===== src/rtl/core/pmht_pkg.sv =====
// ----------------------------------------------------------------------------
// pmht_pkg
// Types and constants for the prime modulus hash table.
// ----------------------------------------------------------------------------
package pmht_pkg;

    localparam int TableDepth = 64;
    localparam int SlotW      = $clog2(TableDepth);
    localparam int CountW     = $clog2(TableDepth + 1);
    localparam int KeyW       = 31;
    localparam int SizeW      = 7;

    localparam logic [1:0] KIND_CLEAR  = 2'd0;
    localparam logic [1:0] KIND_INSERT = 2'd1;
    localparam logic [1:0] KIND_SEARCH = 2'd2;
    localparam logic [1:0] KIND_COUNT  = 2'd3;

    localparam logic [1:0] ST_OK      = 2'd0;
    localparam logic [1:0] ST_NOTFND  = 2'd1;
    localparam logic [1:0] ST_FULL    = 2'd2;
    localparam logic [1:0] ST_NOCLR   = 2'd3;

    typedef struct packed {
        logic [1:0]      kind;
        logic [KeyW-1:0] key;
    } t_in_word;

    typedef struct packed {
        logic [1:0]        status;
        logic [5:0]        slot;
        logic [6:0]        empty_count;
        logic [5:0]        modulus;
        logic              last;
    } t_out_word;

    // Largest prime strictly below n (n <= 64), zero if none. Constant table.
    function automatic logic [5:0] prime_below(input logic [6:0] n);
        logic [5:0] p;
        p = 6'd0;
        if (n > 7'd61) p = 6'd61;
        else if (n > 7'd59) p = 6'd59;
        else if (n > 7'd53) p = 6'd53;
        else if (n > 7'd47) p = 6'd47;
        else if (n > 7'd43) p = 6'd43;
        else if (n > 7'd41) p = 6'd41;
        else if (n > 7'd37) p = 6'd37;
        else if (n > 7'd31) p = 6'd31;
        else if (n > 7'd29) p = 6'd29;
        else if (n > 7'd23) p = 6'd23;
        else if (n > 7'd19) p = 6'd19;
        else if (n > 7'd17) p = 6'd17;
        else if (n > 7'd13) p = 6'd13;
        else if (n > 7'd11) p = 6'd11;
        else if (n > 7'd7)  p = 6'd7;
        else if (n > 7'd5)  p = 6'd5;
        else if (n > 7'd3)  p = 6'd3;
        else if (n > 7'd2)  p = 6'd2;
        return p;
    endfunction

endpackage


===== src/rtl/core/prime_modulus_hash_table_core.sv =====
// ----------------------------------------------------------------------------
// prime_modulus_hash_table_core
// Open-addressing key table, linear probing, prime hash modulus.
// ----------------------------------------------------------------------------
// channel | dir | handshake           | word
// in      | in  | i_valid / o_stall   | t_in_word  (kind, key)
// out     | out | o_valid / i_stall   | t_out_word (status, slot, count, modulus, last)
// cfg     | in  | i_cfg_we            | table_size, 7 bits
//
// Clear: all occupancy bits drop at once. Insert: the remainder unit runs,
// then each probe reads a slot and checks it. Search: every used slot is
// read and checked in turn. Count and rejected words are emitted directly.
// Each read goes through the single-port key memory (registered read). One
// word is processed at a time; a finished word waits in the output register
// while i_stall is high and the next word may be taken and prepared meanwhile.
// Reset leaves the memory unknown; an occupancy bit per slot marks it empty.
// ----------------------------------------------------------------------------
module prime_modulus_hash_table_core (
    input  logic                        i_clk,
    input  logic                        i_rst_n,
    input  logic                        i_valid,
    output logic                        o_stall,
    input  pmht_pkg::t_in_word          i_data,
    output logic                        o_valid,
    input  logic                        i_stall,
    output pmht_pkg::t_out_word         o_data,
    input  logic                        i_cfg_we,
    input  logic [pmht_pkg::SizeW-1:0]  i_cfg_wdata
);
    import pmht_pkg::*;

    localparam logic [3:0] S_IDLE  = 4'd0;
    localparam logic [3:0] S_CLR   = 4'd1;
    localparam logic [3:0] S_MOD   = 4'd2;
    localparam logic [3:0] S_PRD   = 4'd3;
    localparam logic [3:0] S_PCHK  = 4'd4;
    localparam logic [3:0] S_SRD   = 4'd5;
    localparam logic [3:0] S_SCHK  = 4'd6;
    localparam logic [3:0] S_EMIT  = 4'd7;
    localparam logic [3:0] S_WAIT  = 4'd8;

    logic [KeyW-1:0]   r_mem [TableDepth];
    logic [KeyW-1:0]   r_rdata;
    logic [TableDepth-1:0] r_occ;

    logic [3:0]        r_state;
    logic [SizeW-1:0]  r_size;
    logic [SizeW-1:0]  r_used;
    logic [5:0]        r_prime;
    logic [CountW-1:0] r_empty;
    logic [KeyW-1:0]   r_key;
    logic [SlotW-1:0]  r_pos;
    logic [SizeW-1:0]  r_iter;
    logic              r_hit;
    logic [SlotW-1:0]  r_hslot;
    logic              r_ovalid;
    t_out_word         r_odata;
    t_out_word         r_res;
    logic              w_mdone;
    logic [5:0]        w_rem;
    logic              w_take;
    logic              w_oready;
    logic              w_match;
    logic              w_push;
    logic [SlotW-1:0]  w_nxt;
    logic [SizeW-1:0]  w_clamp;

    assign w_take   = i_valid && !o_stall;
    assign w_oready = !r_ovalid || !i_stall;
    assign o_stall  = (r_state != S_IDLE);
    assign o_valid  = r_ovalid;
    assign o_data   = r_odata;
    assign w_match  = r_occ[r_pos] && (r_rdata == r_key);
    assign w_clamp  = (r_size > SizeW'(TableDepth)) ? SizeW'(TableDepth) : r_size;
    // next probe position, wrapping at the used slot count
    assign w_nxt    = ({1'b0, r_pos} + 7'd1 >= r_used) ? '0 : r_pos + SlotW'(1);
    // a word enters the output register
    assign w_push   = w_oready && ((r_state == S_EMIT) || (r_state == S_WAIT) ||
                                   (r_state == S_SCHK && r_hit && w_match));

    pmht_mod u_mod (
        .i_clk   (i_clk),
        .i_rst_n (i_rst_n),
        .i_start (w_take && i_data.kind == KIND_INSERT),
        .i_key   (i_data.key),
        .i_div   (r_prime),
        .o_done  (w_mdone),
        .o_rem   (w_rem)
    );

    // key memory: one port, registered read
    always_ff @(posedge i_clk) begin
        if (r_state == S_PCHK && !r_occ[r_pos] && r_iter != '0)
            r_mem[r_pos] <= r_key;
        r_rdata <= r_mem[r_pos];
    end

    // configuration register
    always_ff @(posedge i_clk) begin
        if (!i_rst_n) r_size <= 7'd64;
        else if (i_cfg_we) r_size <= i_cfg_wdata;
    end

    // output valid
    always_ff @(posedge i_clk) begin
        if (!i_rst_n) r_ovalid <= 1'b0;
        else if (w_push) r_ovalid <= 1'b1;
        else if (!i_stall) r_ovalid <= 1'b0;
    end

    // control sequencer
    always_ff @(posedge i_clk) begin
        if (!i_rst_n) begin
            r_state  <= S_IDLE;
            r_occ    <= '0;
            r_used   <= SizeW'(TableDepth);
            r_prime  <= '0;
            r_empty  <= CountW'(TableDepth);
            r_pos    <= '0;
        end else begin
            unique case (r_state)
                S_IDLE: begin
                    if (w_take) begin
                        r_key   <= i_data.key;
                        r_hit   <= 1'b0;
                        r_pos   <= '0;
                        r_iter  <= '0;
                        unique case (i_data.kind)
                            KIND_CLEAR: r_state <= S_CLR;
                            KIND_INSERT: begin
                                if (r_prime == '0) begin
                                    r_res   <= '{ST_NOCLR, 6'd0, r_empty, r_prime, 1'b1};
                                    r_state <= S_EMIT;
                                end else if (i_data.key == '0) begin
                                    r_res   <= '{ST_NOTFND, 6'd0, r_empty, r_prime, 1'b1};
                                    r_state <= S_EMIT;
                                end else r_state <= S_MOD;
                            end
                            KIND_SEARCH: begin
                                if (i_data.key == '0 || r_used == '0) begin
                                    r_res   <= '{ST_NOTFND, 6'd0, r_empty, r_prime, 1'b1};
                                    r_state <= S_EMIT;
                                end else r_state <= S_SRD;
                            end
                            default: begin
                                r_res   <= '{ST_OK, 6'd0, r_empty, r_prime, 1'b1};
                                r_state <= S_EMIT;
                            end
                        endcase
                    end
                end
                S_CLR: begin
                    r_occ   <= '0;
                    r_used  <= w_clamp;
                    r_prime <= prime_below(w_clamp);
                    r_empty <= CountW'(w_clamp);
                    r_res   <= '{ST_OK, 6'd0, CountW'(w_clamp), prime_below(w_clamp), 1'b1};
                    r_state <= S_EMIT;
                end
                S_MOD: begin
                    if (w_mdone) begin
                        r_pos   <= ({1'b0, w_rem} >= r_used) ? '0 : w_rem;
                        r_iter  <= r_used;
                        r_state <= S_PRD;
                    end
                end
                S_PRD: r_state <= S_PCHK;
                S_PCHK: begin
                    if (r_iter == '0) begin
                        r_res   <= '{ST_FULL, 6'd0, r_empty, r_prime, 1'b1};
                        r_state <= S_EMIT;
                    end else if (!r_occ[r_pos]) begin
                        r_occ[r_pos] <= 1'b1;
                        r_res   <= '{ST_OK, 6'(r_pos), r_empty - CountW'(1), r_prime, 1'b1};
                        r_empty <= r_empty - CountW'(1);
                        r_state <= S_EMIT;
                    end else begin
                        r_iter  <= r_iter - SizeW'(1);
                        r_pos   <= w_nxt;
                        r_state <= S_PRD;
                    end
                end
                S_SRD: r_state <= S_SCHK;
                S_SCHK: begin
                    // a new hit releases the pending one, which is then not the last;
                    // it waits here while the output register is full
                    if (!(w_match && r_hit && !w_oready)) begin
                        if (w_match) begin
                            if (r_hit)
                                r_odata <= '{ST_OK, 6'(r_hslot), r_empty, r_prime, 1'b0};
                            r_hit   <= 1'b1;
                            r_hslot <= r_pos;
                        end
                        if ({1'b0, r_pos} + 7'd1 >= r_used) begin
                            r_state <= S_WAIT;
                        end else begin
                            r_pos   <= r_pos + SlotW'(1);
                            r_state <= S_SRD;
                        end
                    end
                end
                S_WAIT: begin
                    if (w_oready) begin
                        if (r_hit)
                            r_odata <= '{ST_OK, 6'(r_hslot), r_empty, r_prime, 1'b1};
                        else
                            r_odata <= '{ST_NOTFND, 6'd0, r_empty, r_prime, 1'b1};
                        r_hit    <= 1'b0;
                        r_state  <= S_IDLE;
                    end
                end
                S_EMIT: begin
                    if (w_oready) begin
                        r_odata  <= r_res;
                        r_state  <= S_IDLE;
                    end
                end
                default: r_state <= S_IDLE;
            endcase
        end
    end

`ifndef SYNTHESIS
    a_stall_busy: assert property (@(posedge i_clk) disable iff (!i_rst_n)
        (r_state != S_IDLE) |-> o_stall) else $error("busy but not stalling");
    a_empty_range: assert property (@(posedge i_clk) disable iff (!i_rst_n)
        r_empty <= CountW'(r_used)) else $error("empty count above used slots");
    a_hold_out: assert property (@(posedge i_clk) disable iff (!i_rst_n)
        (r_ovalid && i_stall) |=> (r_ovalid && $stable(r_odata)))
        else $error("output word changed while stalled");
`endif
endmodule


===== src/rtl/core/pmht_mod.sv =====
// ----------------------------------------------------------------------------
// pmht_mod
// Bit-serial restoring remainder of a 31-bit key by a 6-bit modulus.
// ----------------------------------------------------------------------------
module pmht_mod (
    input  logic                   i_clk,
    input  logic                   i_rst_n,
    input  logic                   i_start,
    input  logic [pmht_pkg::KeyW-1:0] i_key,
    input  logic [5:0]             i_div,
    output logic                   o_done,
    output logic [5:0]             o_rem
);
    import pmht_pkg::*;

    logic              r_busy;
    logic [4:0]        r_cnt;
    logic [KeyW-1:0]   r_key;
    logic [5:0]        r_rem;
    logic [5:0]        r_div;
    logic              r_done;
    logic [6:0]        w_sh;

    // shift in one key bit, subtract when possible
    assign w_sh = {r_rem, r_key[KeyW-1]};

    always_ff @(posedge i_clk) begin
        if (!i_rst_n) begin
            r_busy <= 1'b0;
            r_done <= 1'b0;
            r_cnt  <= '0;
        end else begin
            r_done <= 1'b0;
            if (i_start) begin
                r_busy <= 1'b1;
                r_cnt  <= 5'(KeyW - 1);
                r_key  <= i_key;
                r_div  <= i_div;
                r_rem  <= '0;
            end else if (r_busy) begin
                r_key <= {r_key[KeyW-2:0], 1'b0};
                r_rem <= (w_sh >= {1'b0, r_div}) ? 6'(w_sh - {1'b0, r_div}) : 6'(w_sh);
                if (r_cnt == 5'd0) begin
                    r_busy <= 1'b0;
                    r_done <= 1'b1;
                end else begin
                    r_cnt <= r_cnt - 5'd1;
                end
            end
        end
    end

    assign o_done = r_done;
    assign o_rem  = r_rem;
endmodule

===== config.mk =====
export PLATFORM = sky130hd
export DESIGN_NAME = prime_modulus_hash_table_core
export DESIGN_NICKNAME = d
export VERILOG_FILES = /design/src/rtl/core/pmht_pkg.sv /design/src/rtl/core/prime_modulus_hash_table_core.sv /design/src/rtl/core/pmht_mod.sv
export SDC_FILE = /design/constraint.sdc
export NUM_CORES = 2
export LEC_CHECK = 0
export ABC_CLOCK_PERIOD_IN_PS = 4210
export BUFFER_PORTS_ARGS = -buffer_cell sky130_fd_sc_hd__buf_2
export CAP_MARGIN = 20
export CORE_MARGIN = 2
export CORE_UTILIZATION = 45
export DETAILED_ROUTE_END_ITERATION = 16
export GPL_ROUTABILITY_DRIVEN = 0
export REMOVE_ABC_BUFFERS = 1
export SYNTH_ARGS = -nofsm -noshare
export SYNTH_HDL_FRONTEND = slang
export SYNTH_SLANG_ARGS = --single-unit

===== constraint.sdc =====
create_clock -name i_clk -period 4.21 [get_ports i_clk]
set_input_delay 0.842 -clock i_clk [delete_from_list [all_inputs] [get_ports i_clk]]
set_output_delay 0.842 -clock i_clk [all_outputs]
set_load 0.01 [all_outputs]

# Word-level counts from Yosys, hierarchy flattened
# Memory sizes are Yosys's and may differ from the RTL's. A register that Yosys moved wholly into a read port is not among the register bits.
# Cells that the tools add are included.
totals:
  regBits: 241
  mem_bits_rw: 1984
  inputBits: 45
  output_inout_bits: 24
  n_memories: 1
memory_table:
  columns: ["memory", "words", "word_bits", "rd", "rd_clocked_by_memory_dff", "wr", "line_no", "text"]
  rows:
  - ["r_mem", 64, 31, 1, 1, 1, "prime_modulus_hash_table_core.sv:42", "logic [KeyW-1:0] r_mem [TableDepth];"]
op_classes:
  addsub: 6
  magnitude_cmp: 24
  eq_ne: 29
  n_mux: 90
  n_bitwise: 5
  reduce_logical: 52
op_table:
  columns: ["cell", "count"]
  rows:
  - ["$mux 22", 11]
  - ["$pmux 22 s3", 3]
  - ["$mux 6", 25]
  - ["$mux 64", 2]
  - ["$pmux 64 s2", 1]
  - ["$or 64x64->64", 1]
  - ["$mux 31", 2]
  - ["$gt 7x6->1 const B", 7]
  - ["$mux 7", 7]
  - ["$gt 7x5->1 const B", 5]
  - ["$pmux 4 s8", 1]
  - ["$eq 31x31->1", 1]
  - ["$logic_not 31->1", 1]
  - ["$pmux 6 s4", 1]
  - ["$mux 21", 1]
  - ["$pmux 7 s3", 1]
  - ["$reduce_and 7->1", 3]
  - ["$mux 4", 5]
  - ["$ne 2x2->1 const B", 10]
  - ["$eq 4x3->1 const B", 4]
  - ["$mux 3", 5]
  - ["$mux 5", 3]
  - ["$gt 7x2->1 const B", 2]
  - ["$gt 7x3->1 const B", 2]
  - ["46 further kinds", 102]

# Logic depth before layout (Yosys ltp)
depth:
  ltp_word: 22
  mapped_depth: 18
  mapped_depth_nobuf: 11

# Modules after synthesis
# From an unflattened synthesis, not the netlist that was laid out.
unflattened:
  cells_unflattened: 4792
  hier_area_um2: 83470.1
modules_own_cells:
  columns: ["mod", "n_inst", "cells_per_inst", "area_each_um2"]
  rows:
  - ["prime_modulus_hash_table_core", 1, 4630, 81131.6]
  - ["pmht_mod", 1, 162, 2338.5]

# Worst setup path after synthesis
# OpenSTA, ideal clock, no wires.
synth_timing:
  kind: "register -> register"
  startpoint: "register r_pos[1]"
  endpoint: "memory r_mem[47][0] (enable)"
  setup_time_ps: 458
  arrival_time_ps: 4213
  required_time_ps: 3752
  path_slack_ps: -461
  stages_incl_launch_ff: 12
  path_buffers: 4
  period_less_slack_ps: 4671
  path_cell_list: "dfxtp_1 -> buf_4 -> buf_6 -> mux2_4 -> a221oi_2 -> o22ai_1 -> a22oi_1 -> and4_1 -> buf_4 -> nand2_1 -> clkbuf_1 -> nor3_1"
synth_via:
  elab_chain_len: 7
synth_rtl:
  columns: ["element", "line_no", "text"]
  rows:
  - ["from (decl)", "prime_modulus_hash_table_core.sv:52", "logic [SlotW-1:0] r_pos;"]
  - ["from (signal assigned)", "prime_modulus_hash_table_core.sv:162", "r_pos <= ({1'b0, w_rem} >= r_used) ? '0 : w_rem;"]
  - ["from (signal assigned)", "prime_modulus_hash_table_core.sv:179", "r_pos <= w_nxt;"]
  - ["from (signal assigned)", "prime_modulus_hash_table_core.sv:197", "r_pos <= r_pos + SlotW'(1);"]
  - ["$bmux 1 s6", "prime_modulus_hash_table_core.sv:93", "if (r_state == S_PCHK && !r_occ[r_pos] && r_iter != '0)"]
  - ["$mux 1 (not written as such)", "prime_modulus_hash_table_core.sv:93", null]
  - ["$logic_not 1->1", null, null]
  - ["$logic_and 1x1->1 (2 in series)", "prime_modulus_hash_table_core.sv:93", null]
  - ["$mux 1", "prime_modulus_hash_table_core.sv:93", null]
  - ["$mux 1 (not written as such)", "prime_modulus_hash_table_core.sv:94", "r_mem[r_pos] <= r_key;"]
  - ["to (decl)", "prime_modulus_hash_table_core.sv:42", null]
# Parallel ways exist; a longest one is shown, timed or not. The select of a mux whose other input is x is not followed.

==> results.tsv <==
stage	metric	value	unit
worst_setup_path	critical_path_class	reg2reg	
synthesis	seq_area_frac_synth	79.8	%
min_path	min_path_type	in2reg	
run	max-cap-violations	0	
worst_setup_path	critical_path.reg2reg.startpoint	r_pos[1]$_SDFFE_PN0P_	
synthesis	yosysWarningCount	0	
pwr	internal_power	0.0381	W
placed_design	detailed_placement_hpwl	152000	µm
synthesis	ys.flop_type	sky130_fd_sc_hd__edfxtp_1	
cells_and_area	final_layout_size_suffix_gt1_share	15.8	%
global_routing	first_global_vias	47900	
placed_design	port-buffer-count	68	
route	first_iter_violations	7484	
cells_and_area	layout_overhead_on_the_synthesized_area	15.8	%
route	remaining_design_rule_violation_count	0	
status	status	finished clean	
route	post_drt_via_cell_ratio	6.43	
pwr	power.static_leakage	30.0	nW
global_routing	grt.overflow.total	0	
sta	final-setup-viol-count	0	
worst_setup_path	r2r_cells	10	
route	postRouteAntennaNets	0	
pwr	sw_frac_of_total	26.3	%
pwr	part_of_the_total_power_dissipated_in_sequential_elements	50.4	%
clock_tree	cts_setup_buffers	0	
global_routing	gr-usage-all-layers	27.3	%
worst_setup_path	worst_setup_path_end_kind	flop	
pwr	share_comb_of_total_power	12.2	%
sta	fin_skew	0.0434	ns
cells_and_area	post-route-util	52.5	%
global_routing	grt_start_max_net_pins	67	
clock_tree	worstSkewPairLatency	0.86	ns
sta	tightestPinTransition	1.23	ns
floorplan	fp.coreArea	183000	µm²
sta	slew_headroom	17.8	%
pwr	vdd_drop_max	0.413	mV
clock_tree	cts.hold.buffers_added	0	
floorplan	core.rowCount	157	
sta	finalHoldViolations	0	
route	wl_per_cell	33.0	µm
clock_tree	cts-root-buf	sky130_fd_sc_hd__clkbuf_16	
synthesis	synth-edff-count	2115	
worst_setup_path	worst-path-max-fanout	28	
pwr	p_sw	0.0136	W
pwr	power_density	537	nW/µm²
sta	rsz_0062_raised_after_global_routing	false	
worst_setup_path	r2r_end	r_rdata[16]$_DFF_P_	
clock_tree	cts.clk_slew.worst_paths	0.06	ns
sta	tns	0	ns
synthesis	ys_types	73	
clock_tree	cts_resized	0	
clock_tree	cts_sinks	2255	
worst_setup_path	critPathLaunchType	flop	
sta	min_period_over_period	96.4	%
cells_and_area	nets	5280	
floorplan	die_height	434	µm
sta	max_freq	0.246	GHz
synthesis	ys_async_sr_fraction	0	%
worst_setup_path	timing.critical_path.from	r_pos[1]$_SDFFE_PN0P_	
synthesis	ys_seq_elements	2255	
pwr	power.share.clock	37.3	%
clock_tree	clock_tree_from_tritoncts	built	
route	drtPass1Iterations	6	
sta	post-route-min-period	4.06	ns
sta	timing.final.max_slew_violations	0	
route	detailed_route_wire_length	260000	µm
synthesis	syn_avg_cell_area	17.1	µm²
worst_setup_path	worst_ep_arrival_time	4.85	ns
synthesis	syn_area	83100	µm²
clock_tree	tritoncts.num_buffers	220	
placed_design	place.detailed.instances	7444	
floorplan	floorplan.io_pins	69	
cells_and_area	layout.cells.non_filler	7868	
cells_and_area	fill_cells	14500	
clock_tree	cts.htree.levels	4	
clock_tree	cts_max_path_buffers	3	
worst_setup_path	worst_setup_path_endpoint	r_rdata[16]$_DFF_P_	
synthesis	synthesis.instances	4870	
global_routing	antenna_found_initial	17	
floorplan	die_w	434	µm
global_routing	first_pass_grt_wire_length	365000	µm
worst_setup_path	critPathRequiredTime	5.01	ns
worst_setup_path	reg2reg_slack	0.15	ns
floorplan	die_area	188000	µm²
floorplan	start_util	45.4	%
route	detailroute.via_count	50600	
-- worst min path at each step --
stage	start	endpoint	slack (ns)	depth (start not counted)
5_1_grt	i_data[3]	r_key[3]$_DFFE_PP_	0.17	1
4_1_cts	i_data[3]	r_key[3]$_DFFE_PP_	0.15	1
6_report	i_data[15]	r_key[15]$_DFFE_PP_	0.20	1
3_5_place_dp	u_mod.r_cnt[4]$_SDFFE_PN0P_	u_mod.o_done$_SDFF_PP0_	0.44	1
3_3_place_gp	u_mod.r_cnt[4]$_SDFFE_PN0P_	u_mod.o_done$_SDFF_PP0_	0.44	1
2_1_floorplan	u_mod.r_cnt[4]$_SDFFE_PN0P_	u_mod.o_done$_SDFF_PP0_	0.42	1
-- cell usage after synthesis, types with 8 or more instances --
| master | n | area share (%) |
|---|---|---|
| sky130_fd_sc_hd__a211oi_1 | 8 | 0.072 |
| sky130_fd_sc_hd__a21oi_1 | 87 | 0.52 |
| sky130_fd_sc_hd__a221oi_1 | 145 | 1.5 |
| sky130_fd_sc_hd__a22o_1 | 142 | 1.5 |
| sky130_fd_sc_hd__a22oi_1 | 739 | 6.7 |
| sky130_fd_sc_hd__a31oi_1 | 197 | 1.5 |
| sky130_fd_sc_hd__a41oi_1 | 59 | 0.62 |
| sky130_fd_sc_hd__and2_1 | 19 | 0.14 |
| sky130_fd_sc_hd__and3_1 | 8 | 0.060 |
| sky130_fd_sc_hd__buf_1 | 66 | 0.30 |
| sky130_fd_sc_hd__buf_2 | 86 | 0.52 |
| sky130_fd_sc_hd__clkbuf_1 | 181 | 0.82 |
| sky130_fd_sc_hd__dfxtp_1 | 140 | 3.4 |
| sky130_fd_sc_hd__edfxtp_1 | 2115 | 76 |
| sky130_fd_sc_hd__ha_1 | 28 | 0.42 |
| sky130_fd_sc_hd__inv_1 | 38 | 0.17 |
| sky130_fd_sc_hd__mux2i_1 | 24 | 0.29 |
| sky130_fd_sc_hd__nand2_1 | 192 | 0.87 |
| sky130_fd_sc_hd__nand2b_1 | 18 | 0.14 |
| sky130_fd_sc_hd__nand3_1 | 38 | 0.23 |
| sky130_fd_sc_hd__nand4_1 | 73 | 0.55 |
| sky130_fd_sc_hd__nor2_1 | 128 | 0.58 |
| sky130_fd_sc_hd__nor2b_1 | 8 | 0.060 |
| sky130_fd_sc_hd__nor3_1 | 87 | 0.52 |
| sky130_fd_sc_hd__nor4_1 | 48 | 0.36 |
| sky130_fd_sc_hd__o211ai_1 | 19 | 0.17 |
| sky130_fd_sc_hd__o21ai_0 | 37 | 0.22 |
| sky130_fd_sc_hd__o22ai_1 | 10 | 0.075 |
| sky130_fd_sc_hd__xnor2_1 | 29 | 0.31 |
| sky130_fd_sc_hd__xor2_1 | 15 | 0.16 |
-- state kept, by name (all words and copies together) (netlist names), 7 cells and up --
register	count
r_iter	7
u_mod.r_key	31
r_size	7
r_res	21
r_empty	7
r_key	31
r_rdata	31
r_mem	1984
o_data	22
r_used	7
r_occ	64
-- stage by stage --
stage	worst slack [ns]	hold WS [ns]	area (µm²)	total power (W)
after floorplan	-11.74	0.422	81700	0.0294
after global placement	0.263	0.437	89100	0.0326
after detailed placement	0.276	0.442	89100	0.0327
after CTS	0.259	0.149	96200	0.0517
after global routing	0.0911	0.165	96200	0.0531
final	0.151	0.200	96300	0.0517
-- power by group through the flow --
stage	combinational, W	clock, W	sequential (W)
finish	0.00633	0.0193	0.0261
global route	0.00662	0.0204	0.0261
CTS	0.00621	0.0195	0.0261
detailed placement	0.00619	0	0.0265
global placement	0.00611	0	0.0265
floorplan	0.00281	0	0.0266
-- worst max-delay path, stage by stage (launching register included) --
cell and delay (ns):
sky130_fd_sc_hd__dfxtp_2 0.82, sky130_fd_sc_hd__nand2b_1 0.32, sky130_fd_sc_hd__nor2_4 0.94, sky130_fd_sc_hd__buf_4 0.46, sky130_fd_sc_hd__a22o_1 0.20, sky130_fd_sc_hd__a221oi_1 0.06
sky130_fd_sc_hd__a31oi_1 0.26, sky130_fd_sc_hd__a21oi_1 0.08, sky130_fd_sc_hd__buf_4 0.20, sky130_fd_sc_hd__o211ai_1 0.44, sky130_fd_sc_hd__buf_4 0.19
-- layout make-up --
| cell class | instances | area (µm²) | share of cell area, % |
|---|---|---|---|
| diodes | 5 | 12.5 | 0.0130 |
| well taps | 2464 | 3080 | 3.20 |
| inverters | 39 | 146 | 0.152 |
| clock buffers | 276 | 5830 | 6.05 |
| repair buffers | 453 | 3940 | 4.09 |
| clock inverters | 139 | 1240 | 1.29 |
| flip-flops and latches | 2255 | 66300 | 68.9 |
| multi-input cells | 2237 | 15700 | 16.3 |
-- placed cells by master (no fill, tap or decap), drive strengths merged, types with 7 or more instances in the layout --
cell type  Yosys  final
a211oi         8      8
a21o           7      7
a21oi         88     88
a221oi       146    146
a22o         142    142
a22oi        739    739
a31oi        197    197
a41oi         59     59
and2          19     19
and3           8      8
buf          158    452
bufinv         0     16
clkbuf       181    277
clkinv         0    110
dfxtp        140    140
edfxtp      2115   2115
ha            28     28
inv           39     46
mux2i         24     24
nand2        192    192
nand2b        18     18
nand3         38     38
nand4         73     73
nor2         129    129
nor2b          8      8
nor3          88     88
nor4          48     48
o211ai        19     19
o21ai         41     41
o22ai         10     10
xnor2         29     29
xor2          15     15
-- cells by family (layout without fill, tap and decap cells) --
family                   Yosys count  in the layout  synth area share, %
buffers and inverters            378            907                 1.87
other                              0              5                    0
multiplexers                      28             28                0.348
AO/OA/AOI/OAI                   1493           1493                 13.4
AND/OR/NAND/NOR                  643            643                 3.72
flip-flops                      2255           2255                 79.8
adder cells (fa/ha/maj)           29             29                0.445
XOR/XNOR                          44             44                0.463
-- layer usage --
metal | GRT usage (%) | part of all wire, % | vias up
met2 | 41.6 | 45 | 2946
met5 | 0 | 0.018 | -
met3 | 5.65 | 9.9 | 488
met1 | 38.2 | 40 | 26200
met4 | 11.9 | 4.8 | 8
li1 | - | - | 20900
Power figures use the tool's default switching activity.
